File: config.mk
export PLATFORM = sky130hd
export DESIGN_NAME = bounded_keyed_table_sort_search_flat
export DESIGN_NICKNAME = d
export VERILOG_FILES = /design/src/hw/rtl/bkt_pkg.sv /design/src/hw/rtl/bkt_if.sv /design/src/hw/rtl/bounded_keyed_table_sort_search.sv /design/src/flat_wrapper.sv
export SDC_FILE = /design/constraint.sdc
export NUM_CORES = 2
export LEC_CHECK = 0
export ABC_CLOCK_PERIOD_IN_PS = 21900
export BUFFER_PORTS_ARGS = -buffer_cell sky130_fd_sc_hd__buf_2
export CAP_MARGIN = 20
export CORE_MARGIN = 2
export CORE_UTILIZATION = 40
export CTS_BUF_LIST = sky130_fd_sc_hd__clkbuf_8 sky130_fd_sc_hd__clkbuf_16
export DETAILED_ROUTE_END_ITERATION = 10
export SYNTH_ARGS = -nofsm -noshare
export SYNTH_HDL_FRONTEND = slang
export SYNTH_SLANG_ARGS = --single-unit
File: constraint.sdc
create_clock -name i_clk -period 21.9 [get_ports i_clk]
set_input_delay 3.285 -clock i_clk [delete_from_list [all_inputs] [get_ports i_clk]]
set_output_delay 3.285 -clock i_clk [all_outputs]
set_load 0.01 [all_outputs]
File: src/hw/rtl/bkt_pkg.sv
`timescale 1ns / 1ps
// Package for the keyed table block: command and status codes, record type.
// No dependencies.
package bkt_pkg;
    localparam int DEPTH_DEF = 10;
    localparam int CMD_W = 3;
    localparam int NAME_W = 64;
    localparam int AMT_W = 32;
    localparam int POS_W = 4;

    localparam logic [CMD_W-1:0] CMD_APPEND = 3'd0;
    localparam logic [CMD_W-1:0] CMD_REMOVE = 3'd1;
    localparam logic [CMD_W-1:0] CMD_LIST   = 3'd2;
    localparam logic [CMD_W-1:0] CMD_LSRCH  = 3'd3;
    localparam logic [CMD_W-1:0] CMD_SORT   = 3'd4;
    localparam logic [CMD_W-1:0] CMD_BSRCH  = 3'd5;

    localparam logic [1:0] ST_OK      = 2'd0;
    localparam logic [1:0] ST_FULL    = 2'd1;
    localparam logic [1:0] ST_EMPTY   = 2'd2;
    localparam logic [1:0] ST_MISSING = 2'd3;

    typedef struct packed {
        logic [NAME_W-1:0] name;
        logic [NAME_W-1:0] kind;
        logic [AMT_W-1:0]  amount;
    } t_rec;

    typedef struct packed {
        logic [CMD_W-1:0]  cmd;
        logic [NAME_W-1:0] key_name;
        logic [NAME_W-1:0] kind_tag;
        logic signed [AMT_W-1:0] amount;
    } t_in;

    typedef struct packed {
        logic [1:0]        status;
        logic [POS_W-1:0]  position;
        logic [NAME_W-1:0] out_name;
        logic [NAME_W-1:0] out_kind;
        logic signed [AMT_W-1:0] out_amount;
        logic [POS_W-1:0]  compare_count;
        logic              last;
    } t_out;
endpackage

File: src/hw/rtl/bkt_if.sv
`timescale 1ns / 1ps
// Valid/ready channel interfaces for the keyed table block.
// Depends on bkt_pkg.
interface bkt_in_if import bkt_pkg::*; ();
    logic valid;
    logic ready;
    t_in  data;
    modport source (output valid, output data, input ready);
    modport sink   (input valid, input data, output ready);
endinterface

interface bkt_out_if import bkt_pkg::*; ();
    logic valid;
    logic ready;
    t_out data;
    modport source (output valid, output data, input ready);
    modport sink   (input valid, input data, output ready);
endinterface

File: src/hw/rtl/bounded_keyed_table_sort_search.sv
`timescale 1ns / 1ps
// Top level of the keyed table block: record memory and command sequencer.
// Depends on bkt_pkg and bkt_if.
//
// Usage: commands arrive on i_cmd (valid/ready), results leave on o_res.
// The records sit in one memory with a registered read port;
// each command is run by a sequencer that reads, compares and writes back
// one entry per step. Append writes the record directly; remove, list
// and linear search read then act on each visited entry, and remove then
// shifts each later entry down with a read and a write; binary search
// reads then compares per probe; sort reads a pair, compares it and
// writes an out-of-order pair back swapped, one entry per write.
// One command is handled at a time; i_cmd.ready is high only in the idle
// state. Results go through one output register: the sequencer holds
// while the receiver stalls, and list results each wait their turn.
// Reset empties the table (count to zero) and drops any pending result;
// the memory contents are not cleared and no entry past the count is read.
// last marks the final result of each command.
module bounded_keyed_table_sort_search import bkt_pkg::*; #(
    parameter int DEPTH = DEPTH_DEF
) (
    input  logic i_clk,
    input  logic i_rst_n,
    bkt_in_if.sink    i_cmd,
    bkt_out_if.source o_res
);
    localparam int AW = (DEPTH > 1) ? $clog2(DEPTH) : 1;
    localparam int CW = $clog2(DEPTH + 1);

    localparam logic [3:0] S_IDLE  = 4'd0;
    localparam logic [3:0] S_RD    = 4'd1;
    localparam logic [3:0] S_CHK   = 4'd2;
    localparam logic [3:0] S_SHRD  = 4'd3;
    localparam logic [3:0] S_SHWR  = 4'd4;
    localparam logic [3:0] S_OUT   = 4'd5;
    localparam logic [3:0] S_SRDA  = 4'd6;
    localparam logic [3:0] S_SRDB  = 4'd7;
    localparam logic [3:0] S_SCMP  = 4'd8;
    localparam logic [3:0] S_SWB   = 4'd9;
    localparam logic [3:0] S_APP   = 4'd10;

    t_rec r_mem [DEPTH];
    t_rec r_rd;
    logic          mem_we;
    logic [AW-1:0] mem_wa, mem_ra;
    t_rec          mem_wd;

    always_ff @(posedge i_clk) begin
        if (mem_we) r_mem[mem_wa] <= mem_wd;
        r_rd <= r_mem[mem_ra];
    end

    logic [3:0]    r_st, n_st;
    logic [CW-1:0] r_cnt, n_cnt;
    logic [CW-1:0] r_i, n_i;
    logic [CW-1:0] r_lim, n_lim;
    logic [CW:0]   r_lo, n_lo, r_hi, n_hi;
    logic [POS_W-1:0] r_cmps, n_cmps;
    t_in           r_in, n_in;
    t_rec          r_a, n_a;
    logic          r_ov, n_ov;
    t_out          r_o, n_o;

    logic out_free;
    logic [CW:0] mid;
    assign out_free = !r_ov || o_res.ready;
    assign mid = (r_lo + r_hi) >> 1;

    assign i_cmd.ready = (r_st == S_IDLE) && out_free;
    assign o_res.valid = r_ov;
    assign o_res.data  = r_o;

    function automatic t_out mk(input logic [1:0] st, input logic [CW-1:0] pos,
                                input t_rec rc, input logic [POS_W-1:0] c,
                                input logic fin);
        t_out o;
        o.status = st;
        o.position = (st == ST_OK) ? POS_W'(pos) : '0;
        o.out_name = (st == ST_OK) ? rc.name : '0;
        o.out_kind = (st == ST_OK) ? rc.kind : '0;
        o.out_amount = (st == ST_OK) ? $signed(rc.amount) : '0;
        o.compare_count = c;
        o.last = fin;
        return o;
    endfunction

    always_comb begin
        n_st = r_st; n_cnt = r_cnt; n_i = r_i; n_lim = r_lim; n_lo = r_lo;
        n_hi = r_hi; n_cmps = r_cmps; n_in = r_in; n_a = r_a;
        n_ov = r_ov && !o_res.ready; n_o = r_o;
        mem_we = 1'b0; mem_wa = '0; mem_wd = '0; mem_ra = r_i[AW-1:0];
        case (r_st)
            S_IDLE: begin
                if (i_cmd.valid && i_cmd.ready) begin
                    n_in = i_cmd.data; n_i = '0; n_cmps = '0;
                    case (i_cmd.data.cmd)
                        CMD_APPEND: begin
                            if (r_cnt == CW'(DEPTH)) begin
                                n_ov = 1'b1; n_o = mk(ST_FULL, '0, '0, '0, 1'b1);
                            end else begin
                                n_st = S_APP;
                            end
                        end
                        CMD_REMOVE, CMD_LIST: begin
                            if (r_cnt == '0) begin
                                n_ov = 1'b1; n_o = mk(ST_EMPTY, '0, '0, '0, 1'b1);
                            end else begin
                                n_st = S_RD;
                            end
                        end
                        CMD_LSRCH: begin
                            if (r_cnt == '0) begin
                                n_ov = 1'b1; n_o = mk(ST_MISSING, '0, '0, '0, 1'b1);
                            end else begin
                                n_st = S_RD;
                            end
                        end
                        CMD_BSRCH: begin
                            if (r_cnt == '0) begin
                                n_ov = 1'b1; n_o = mk(ST_MISSING, '0, '0, '0, 1'b1);
                            end else begin
                                n_lo = '0; n_hi = (CW+1)'(r_cnt) - 1'b1;
                                n_i = CW'((CW+1)'(r_cnt - 1'b1) >> 1);
                                n_st = S_RD;
                            end
                        end
                        CMD_SORT: begin
                            if (r_cnt < CW'(2)) begin
                                n_ov = 1'b1; n_o = mk(ST_OK, '0, '0, '0, 1'b1);
                            end else begin
                                n_lim = r_cnt - 1'b1; n_st = S_SRDA;
                            end
                        end
                        default: begin
                            n_ov = 1'b1; n_o = mk(ST_OK, '0, '0, '0, 1'b1);
                        end
                    endcase
                end
            end
            S_APP: begin
                mem_we = 1'b1; mem_wa = r_cnt[AW-1:0];
                mem_wd = '{name: r_in.key_name, kind: r_in.kind_tag,
                           amount: r_in.amount};
                n_ov = 1'b1;
                n_o = mk(ST_OK, r_cnt, mem_wd, '0, 1'b1);
                n_cnt = r_cnt + 1'b1; n_st = S_IDLE;
            end
            S_RD: n_st = S_CHK;
            S_CHK: begin
                case (r_in.cmd)
                    CMD_LIST: begin
                        if (out_free) begin
                            n_ov = 1'b1;
                            n_o = mk(ST_OK, r_i, r_rd, '0, r_i + 1'b1 == r_cnt);
                            n_i = r_i + 1'b1;
                            n_st = (r_i + 1'b1 == r_cnt) ? S_IDLE : S_RD;
                        end
                    end
                    CMD_LSRCH: begin
                        if (r_rd.name == r_in.key_name) begin
                            n_o = mk(ST_OK, r_i, r_rd, r_cmps + 1'b1, 1'b1);
                            n_st = S_OUT;
                        end else if (r_i + 1'b1 == r_cnt) begin
                            n_o = mk(ST_MISSING, '0, '0, r_cmps + 1'b1, 1'b1);
                            n_st = S_OUT;
                        end else begin
                            n_i = r_i + 1'b1; n_st = S_RD;
                        end
                        n_cmps = r_cmps + 1'b1;
                    end
                    CMD_REMOVE: begin
                        if (r_rd.name == r_in.key_name) begin
                            n_o = mk(ST_OK, r_i, r_rd, '0, 1'b1);
                            n_ov = 1'b0; n_st = S_SHRD;
                        end else if (r_i + 1'b1 == r_cnt) begin
                            n_o = mk(ST_MISSING, '0, '0, '0, 1'b1);
                            n_st = S_OUT;
                        end else begin
                            n_i = r_i + 1'b1; n_st = S_RD;
                        end
                        if (r_rd.name == r_in.key_name) n_ov = r_ov && !o_res.ready;
                    end
                    default: begin
                        n_cmps = r_cmps + 1'b1;
                        if (r_rd.name == r_in.key_name) begin
                            n_o = mk(ST_OK, r_i, r_rd, r_cmps + 1'b1, 1'b1);
                            n_st = S_OUT;
                        end else begin
                            if (r_rd.name < r_in.key_name) n_lo = mid + 1'b1;
                            else n_hi = mid - 1'b1;
                            if ((r_rd.name < r_in.key_name) ? (mid + 1'b1 > r_hi)
                                    : (mid == '0 || r_lo > mid - 1'b1)) begin
                                n_o = mk(ST_MISSING, '0, '0, r_cmps + 1'b1, 1'b1);
                                n_st = S_OUT;
                            end else begin
                                n_i = (r_rd.name < r_in.key_name)
                                    ? CW'((mid + 1'b1 + r_hi) >> 1)
                                    : CW'((r_lo + mid - 1'b1) >> 1);
                                n_st = S_RD;
                            end
                        end
                    end
                endcase
            end
            S_SHRD: begin
                if (r_i + 1'b1 >= r_cnt) begin
                    n_cnt = r_cnt - 1'b1; n_st = S_OUT;
                end else begin
                    mem_ra = AW'(r_i + 1'b1); n_st = S_SHWR;
                end
            end
            S_SHWR: begin
                mem_we = 1'b1; mem_wa = r_i[AW-1:0]; mem_wd = r_rd;
                n_i = r_i + 1'b1; n_st = S_SHRD;
            end
            S_OUT: begin
                if (out_free) begin
                    n_ov = 1'b1; n_st = S_IDLE;
                end
            end
            S_SRDA: begin
                mem_ra = r_i[AW-1:0]; n_st = S_SRDB;
            end
            S_SRDB: begin
                n_a = r_rd; mem_ra = AW'(r_i + 1'b1); n_st = S_SCMP;
            end
            S_SCMP: begin
                if (r_a.name > r_rd.name) begin
                    mem_we = 1'b1; mem_wa = r_i[AW-1:0]; mem_wd = r_rd;
                    n_st = S_SWB;
                end else if (r_i + 1'b1 >= r_lim) begin
                    n_i = '0; n_lim = r_lim - 1'b1;
                    if (r_lim == CW'(1)) begin
                        n_o = mk(ST_OK, '0, '0, '0, 1'b1); n_st = S_OUT;
                    end else n_st = S_SRDA;
                end else begin
                    n_i = r_i + 1'b1; n_st = S_SRDA;
                end
            end
            S_SWB: begin
                mem_we = 1'b1; mem_wa = AW'(r_i + 1'b1); mem_wd = r_a;
                if (r_i + 1'b1 >= r_lim) begin
                    n_i = '0; n_lim = r_lim - 1'b1;
                    if (r_lim == CW'(1)) begin
                        n_o = mk(ST_OK, '0, '0, '0, 1'b1); n_st = S_OUT;
                    end else n_st = S_SRDA;
                end else begin
                    n_i = r_i + 1'b1; n_st = S_SRDA;
                end
            end
            default: n_st = S_IDLE;
        endcase
    end

    always_ff @(posedge i_clk) begin
        if (!i_rst_n) begin
            r_st <= S_IDLE; r_cnt <= '0; r_ov <= 1'b0;
        end else begin
            r_st <= n_st; r_cnt <= n_cnt; r_ov <= n_ov;
        end
        r_i <= n_i; r_lim <= n_lim; r_lo <= n_lo; r_hi <= n_hi; r_cmps <= n_cmps;
        r_in <= n_in; r_a <= n_a; r_o <= n_o;
    end

    assert property (@(posedge i_clk) disable iff (!i_rst_n) r_cnt <= CW'(DEPTH))
        else $error("count above depth");
    assert property (@(posedge i_clk) disable iff (!i_rst_n)
        (r_st != S_IDLE) |-> !i_cmd.ready)
        else $error("ready while busy");
    assert property (@(posedge i_clk) disable iff (!i_rst_n)
        (r_ov && !o_res.ready) |=> $stable(r_o))
        else $error("result changed while stalled");
endmodule
File: src/flat_wrapper.sv
// flat-port wrapper written by rule: the top's interface ports become plain ports
module bounded_keyed_table_sort_search_flat import bkt_pkg::*;
#(
    parameter int DEPTH = DEPTH_DEF
)
  (i_clk, i_rst_n, i_cmd_valid, i_cmd_data, i_cmd_ready, o_res_valid, o_res_data, o_res_ready);
  bkt_in_if i_cmd_i ();
  bkt_out_if o_res_i ();
  input  logic i_clk;
  input  logic i_rst_n;
  input wire logic [$bits(i_cmd_i.valid)-1:0] i_cmd_valid;
  input wire logic [$bits(i_cmd_i.data)-1:0] i_cmd_data;
  output wire logic [$bits(i_cmd_i.ready)-1:0] i_cmd_ready;
  output wire logic [$bits(o_res_i.valid)-1:0] o_res_valid;
  output wire logic [$bits(o_res_i.data)-1:0] o_res_data;
  input wire logic [$bits(o_res_i.ready)-1:0] o_res_ready;
  assign i_cmd_i.valid = i_cmd_valid;
  assign i_cmd_i.data = i_cmd_data;
  assign i_cmd_ready = i_cmd_i.ready;
  assign o_res_valid = o_res_i.valid;
  assign o_res_data = o_res_i.data;
  assign o_res_i.ready = o_res_ready;
  bounded_keyed_table_sort_search #(.DEPTH(DEPTH)) u_core (.i_clk(i_clk), .i_rst_n(i_rst_n), .i_cmd(i_cmd_i), .o_res(o_res_i));
endmodule
==> impl_metrics.env <==
export IMPL_status="finished, final reports clean"
export IMPL_grt_max_degree=167
export IMPL_grt_pass1_vias=52200
export IMPL_synth_seq_area_share_pct=74.4
export IMPL_worstPathCellList="ha_1 -> xor2_1 -> ha_1 -> o21ai_0 -> a21oi_1 -> o21bai_1 -> buf_4 -> xnor2_4 -> buf_4 -> buf_4 -> buf_12 -> buf_4 -> mux2i_1 -> a32oi_1 -> nand4_1 -> o21ai_0"
export IMPL_cts_hold_buf=0
export IMPL_ctsResizeCount=0
export IMPL_final_common_cell="edfxtp_1"
export IMPL_hold_violations=0
export IMPL_vias_per_cell=5.60
export IMPL_setup_violations=0
export IMPL_dpl_hpwl_mm=128
export IMPL_cts_sinks=2285
export IMPL_clkTransAtPathRegs_ns=0.06
export IMPL_die_w_um=478
export IMPL_synthesis_area_mm2=0.0900
export IMPL_num_io_pins=340
export IMPL_utilization_pct=45.8
export IMPL_crit_slowest_cell="buf_4"
export IMPL_critPathLaunchType="flop"
export IMPL_num_rows=174
export IMPL_ys_seq_elements=2285
export IMPL_start_util_pct=40.1
export IMPL_overflow=0
export IMPL_yosys_area_top_type="edfxtp_1"
export IMPL_cts_root_buf="clkbuf_16"
export IMPL_yosysWarnings=0
export IMPL_crit_top_cell="buf_4"
export IMPL_remaining_drc_errors=0
export IMPL_crit_family="buffers and inverters"
export IMPL_p_int_w=0.00784
export IMPL_cts_buffers=231
export IMPL_final_cell_mix="edfxtp_1 (2116), nand2_1 (1042), nand3_1 (345), buf_2 (339), mux2i_1 (330)"
export IMPL_seqCellArea_mm2=0.0669
export IMPL_vdd_drop_max_mv=0.0695
export IMPL_ctsLongestPathBuffers=3
export IMPL_post_cts_setup_buffers=0
export IMPL_path_max_fanout=144
export IMPL_crit_cells=16
export IMPL_cpPeakStageDelay_ns=0.83
export IMPL_synth_edf_count=2116
export IMPL_fmax_mhz=134
export IMPL_fillers=19600
export IMPL_postLayoutCellArea_mm2=0.103
export IMPL_p_switching_w=0.00282
export IMPL_slew_headroom_pct=24.2
export IMPL_antenna_left=0
export IMPL_cp_num_buf_inv=5
export IMPL_crit_path_end_kind="flop"
export IMPL_die_h_um=478
export IMPL_vias=53600
export IMPL_placed_area_mm2=0.0948
export IMPL_yosys_area_top_type_share_pct=70.6
export IMPL_clock_latency_ns=0.88
export IMPL_sw_frac_of_total_pct=26.4
export IMPL_drtIter0Drc=5700
export IMPL_p_per_area_mw_per_mm2=104
export IMPL_crit_required_ns=22.57
export IMPL_final_nets=6725
export IMPL_grt_first_pass_wirelength_mm=351
export IMPL_synth_flop_cell="edfxtp_1"
export IMPL_antenna_found_initial=13
export IMPL_cts_tree="built"
export IMPL_drive_gt1_share_pct=12.5
export IMPL_fin_crit_sh_pct=34.0
export IMPL_synth_cells=6083
export IMPL_fp_coreArea_mm2=0.224
export IMPL_path_class="flop to flop"
export IMPL_leakagePower_nw=38.6
export IMPL_slew_viol_final=0
export IMPL_h_tree_depth=4
export IMPL_holdPathStages=0
export IMPL_tightest_slew_ns=1.14
export IMPL_clockPowerShare_pct=37.9
export IMPL_drt_pass1_iter_count=6
export IMPL_synth_async_sr_flop_share_pct=0
export IMPL_synth_cell_types=69
export IMPL_ys_top_cells_by_area="edfxtp_1 (71%), nand2_1 (4.3%), dfxtp_1 (3.8%)"
export IMPL_p_comb_share_pct=13.0
export IMPL_syn_to_final_growth_pct=14.1
export IMPL_wl_per_cell_um=25.1
export IMPL_finalClockSkew_ns=0.0517
export IMPL_drv_cap=0
export IMPL_setup_tns_ns=0
export IMPL_syn_nets=6421
export IMPL_reg2regPathDepth=16
export IMPL_dieArea_mm2=0.229
export IMPL_rsz0062_at_grt="no"
export IMPL_fin_crit_ns=7.44
export IMPL_synth_area_per_cell_um2=14.8
export IMPL_cp_arrival_ns=8.11
export IMPL_gp_congestion=0.824
export IMPL_multi_input_area_mm2=0.0209
export IMPL_wl_mm=240
export IMPL_hold_class="flop to flop"
export IMPL_sequentialPowerShare_pct=49.1
export IMPL_grt_use_total_pct=20.5
export IMPL_io_buffers=339
==> final timing paths <==
kind,to,slack (ns),start
setup reg to reg,u_core.r_rd[118]$_DFF_P_,14.46,u_core.r_i[0]$_DFFE_PP_
hold / removal,u_core.r_a[78]$_DFFE_PP_,0.46,u_core.r_rd[78]$_DFF_P_
hold reg to reg,u_core.r_a[78]$_DFFE_PP_,0.46,u_core.r_rd[78]$_DFF_P_
setup / recovery,u_core.r_rd[118]$_DFF_P_,14.46,u_core.r_i[0]$_DFFE_PP_
==> worst reg2reg max path, stage by stage, from the launching register on <==
cell      delay, ns
edfxtp_1       0.81
ha_1           0.38
xor2_1         0.34
ha_1           0.24
o21ai_0        0.12
a21oi_1        0.20
o21bai_1       0.13
buf_4          0.21
xnor2_4        0.65
buf_4          0.82
buf_4          0.91
buf_12         0.63
buf_4          1.06
mux2i_1        0.34
a32oi_1        0.08
nand4_1        0.16
o21ai_0        0.16
==> metal layers <==
layer / track usage (%) / part of all wire (%)
met1: 29.3 / 44
met2: 32.1 / 46
met3: 4.11 / 8.0
met4: 5.10 / 2.1
met5: 0 / 0.017
==> kinds of logic (layout without fill, tap and decap cells) <==
group | count (synthesis) | after routing | share of synthesized area (%)
buffers and inverters | 524 | 1031 | 2.58
DFF | 2285 | 2285 | 74.4
adders and majority gates | 171 | 171 | 2.40
and+or+nand+nor | 1879 | 1879 | 9.57
xor gates and xnor gates | 30 | 30 | 0.313
other | 0 | 4 | 0
AOI/OAI and AO/OA | 862 | 862 | 7.05
muxes | 332 | 332 | 3.70
==> flip-flops by register name, indices dropped and copies added (netlist names) <==
register and count:
u_core.r_a 160, u_core.r_hi 5, u_core.o_res.valid 1, u_core.r_lim 4, u_core.r_st 4, u_core.r_rd 160, u_core.r_i 4, u_core.r_in 163
u_core.o_res.data 171, u_core.r_mem 1600, u_core.r_cnt 4, u_core.r_cmps 4, u_core.r_lo 5
==> power groups by stage <==
stage | Sequential, W | Clock [W] | Combinational [W]
2_1_floorplan | 0.00529 | 0 | 0.000900
3_3_place_gp | 0.00531 | 0 | 0.00138
3_5_place_dp | 0.00531 | 0 | 0.00139
4_1_cts | 0.00523 | 0.00411 | 0.00139
5_1_grt | 0.00525 | 0.00428 | 0.00153
6_report | 0.00523 | 0.00404 | 0.00139
==> metrics by stage <==
step           total power [W]  std cells  worst slack, ns  hold slack (ns)
2_1_floorplan          0.00619       6083             2.17            0.425
3_3_place_gp           0.00668       9146            14.78            0.444
3_5_place_dp           0.00670       9146            14.72            0.446
4_1_cts                 0.0107       9582            14.64            0.459
5_1_grt                 0.0111       9583            14.05            0.472
6_report                0.0107       9586            14.46            0.460
==> cell usage after synthesis, drive strengths merged, types with 15 or more instances <==
library cell,n
ha,168
a32oi,160
nor2,56
buf,185
clkbuf,170
nand2,1042
nand4,187
xor2,15
o21ai,219
a221o,151
nand3,345
nor3,23
a22oi,16
inv,169
dfxtp,169
edfxtp,2116
mux2i,330
a21o,165
a21oi,85
and3,157
xnor2,15
==> layout make-up <==
cell class | count | share of cell area [%]
flip-flops and latches | 2285 | 65.2
clock buffers | 256 | 5.99
inverters | 169 | 0.625
multi-input cells | 3274 | 20.4
clock inverters | 180 | 1.70
well taps | 2992 | 3.65
repair buffers | 426 | 2.45
diodes | 4 | 0.00975
Note: power is estimated with default switching activity, not from simulation.
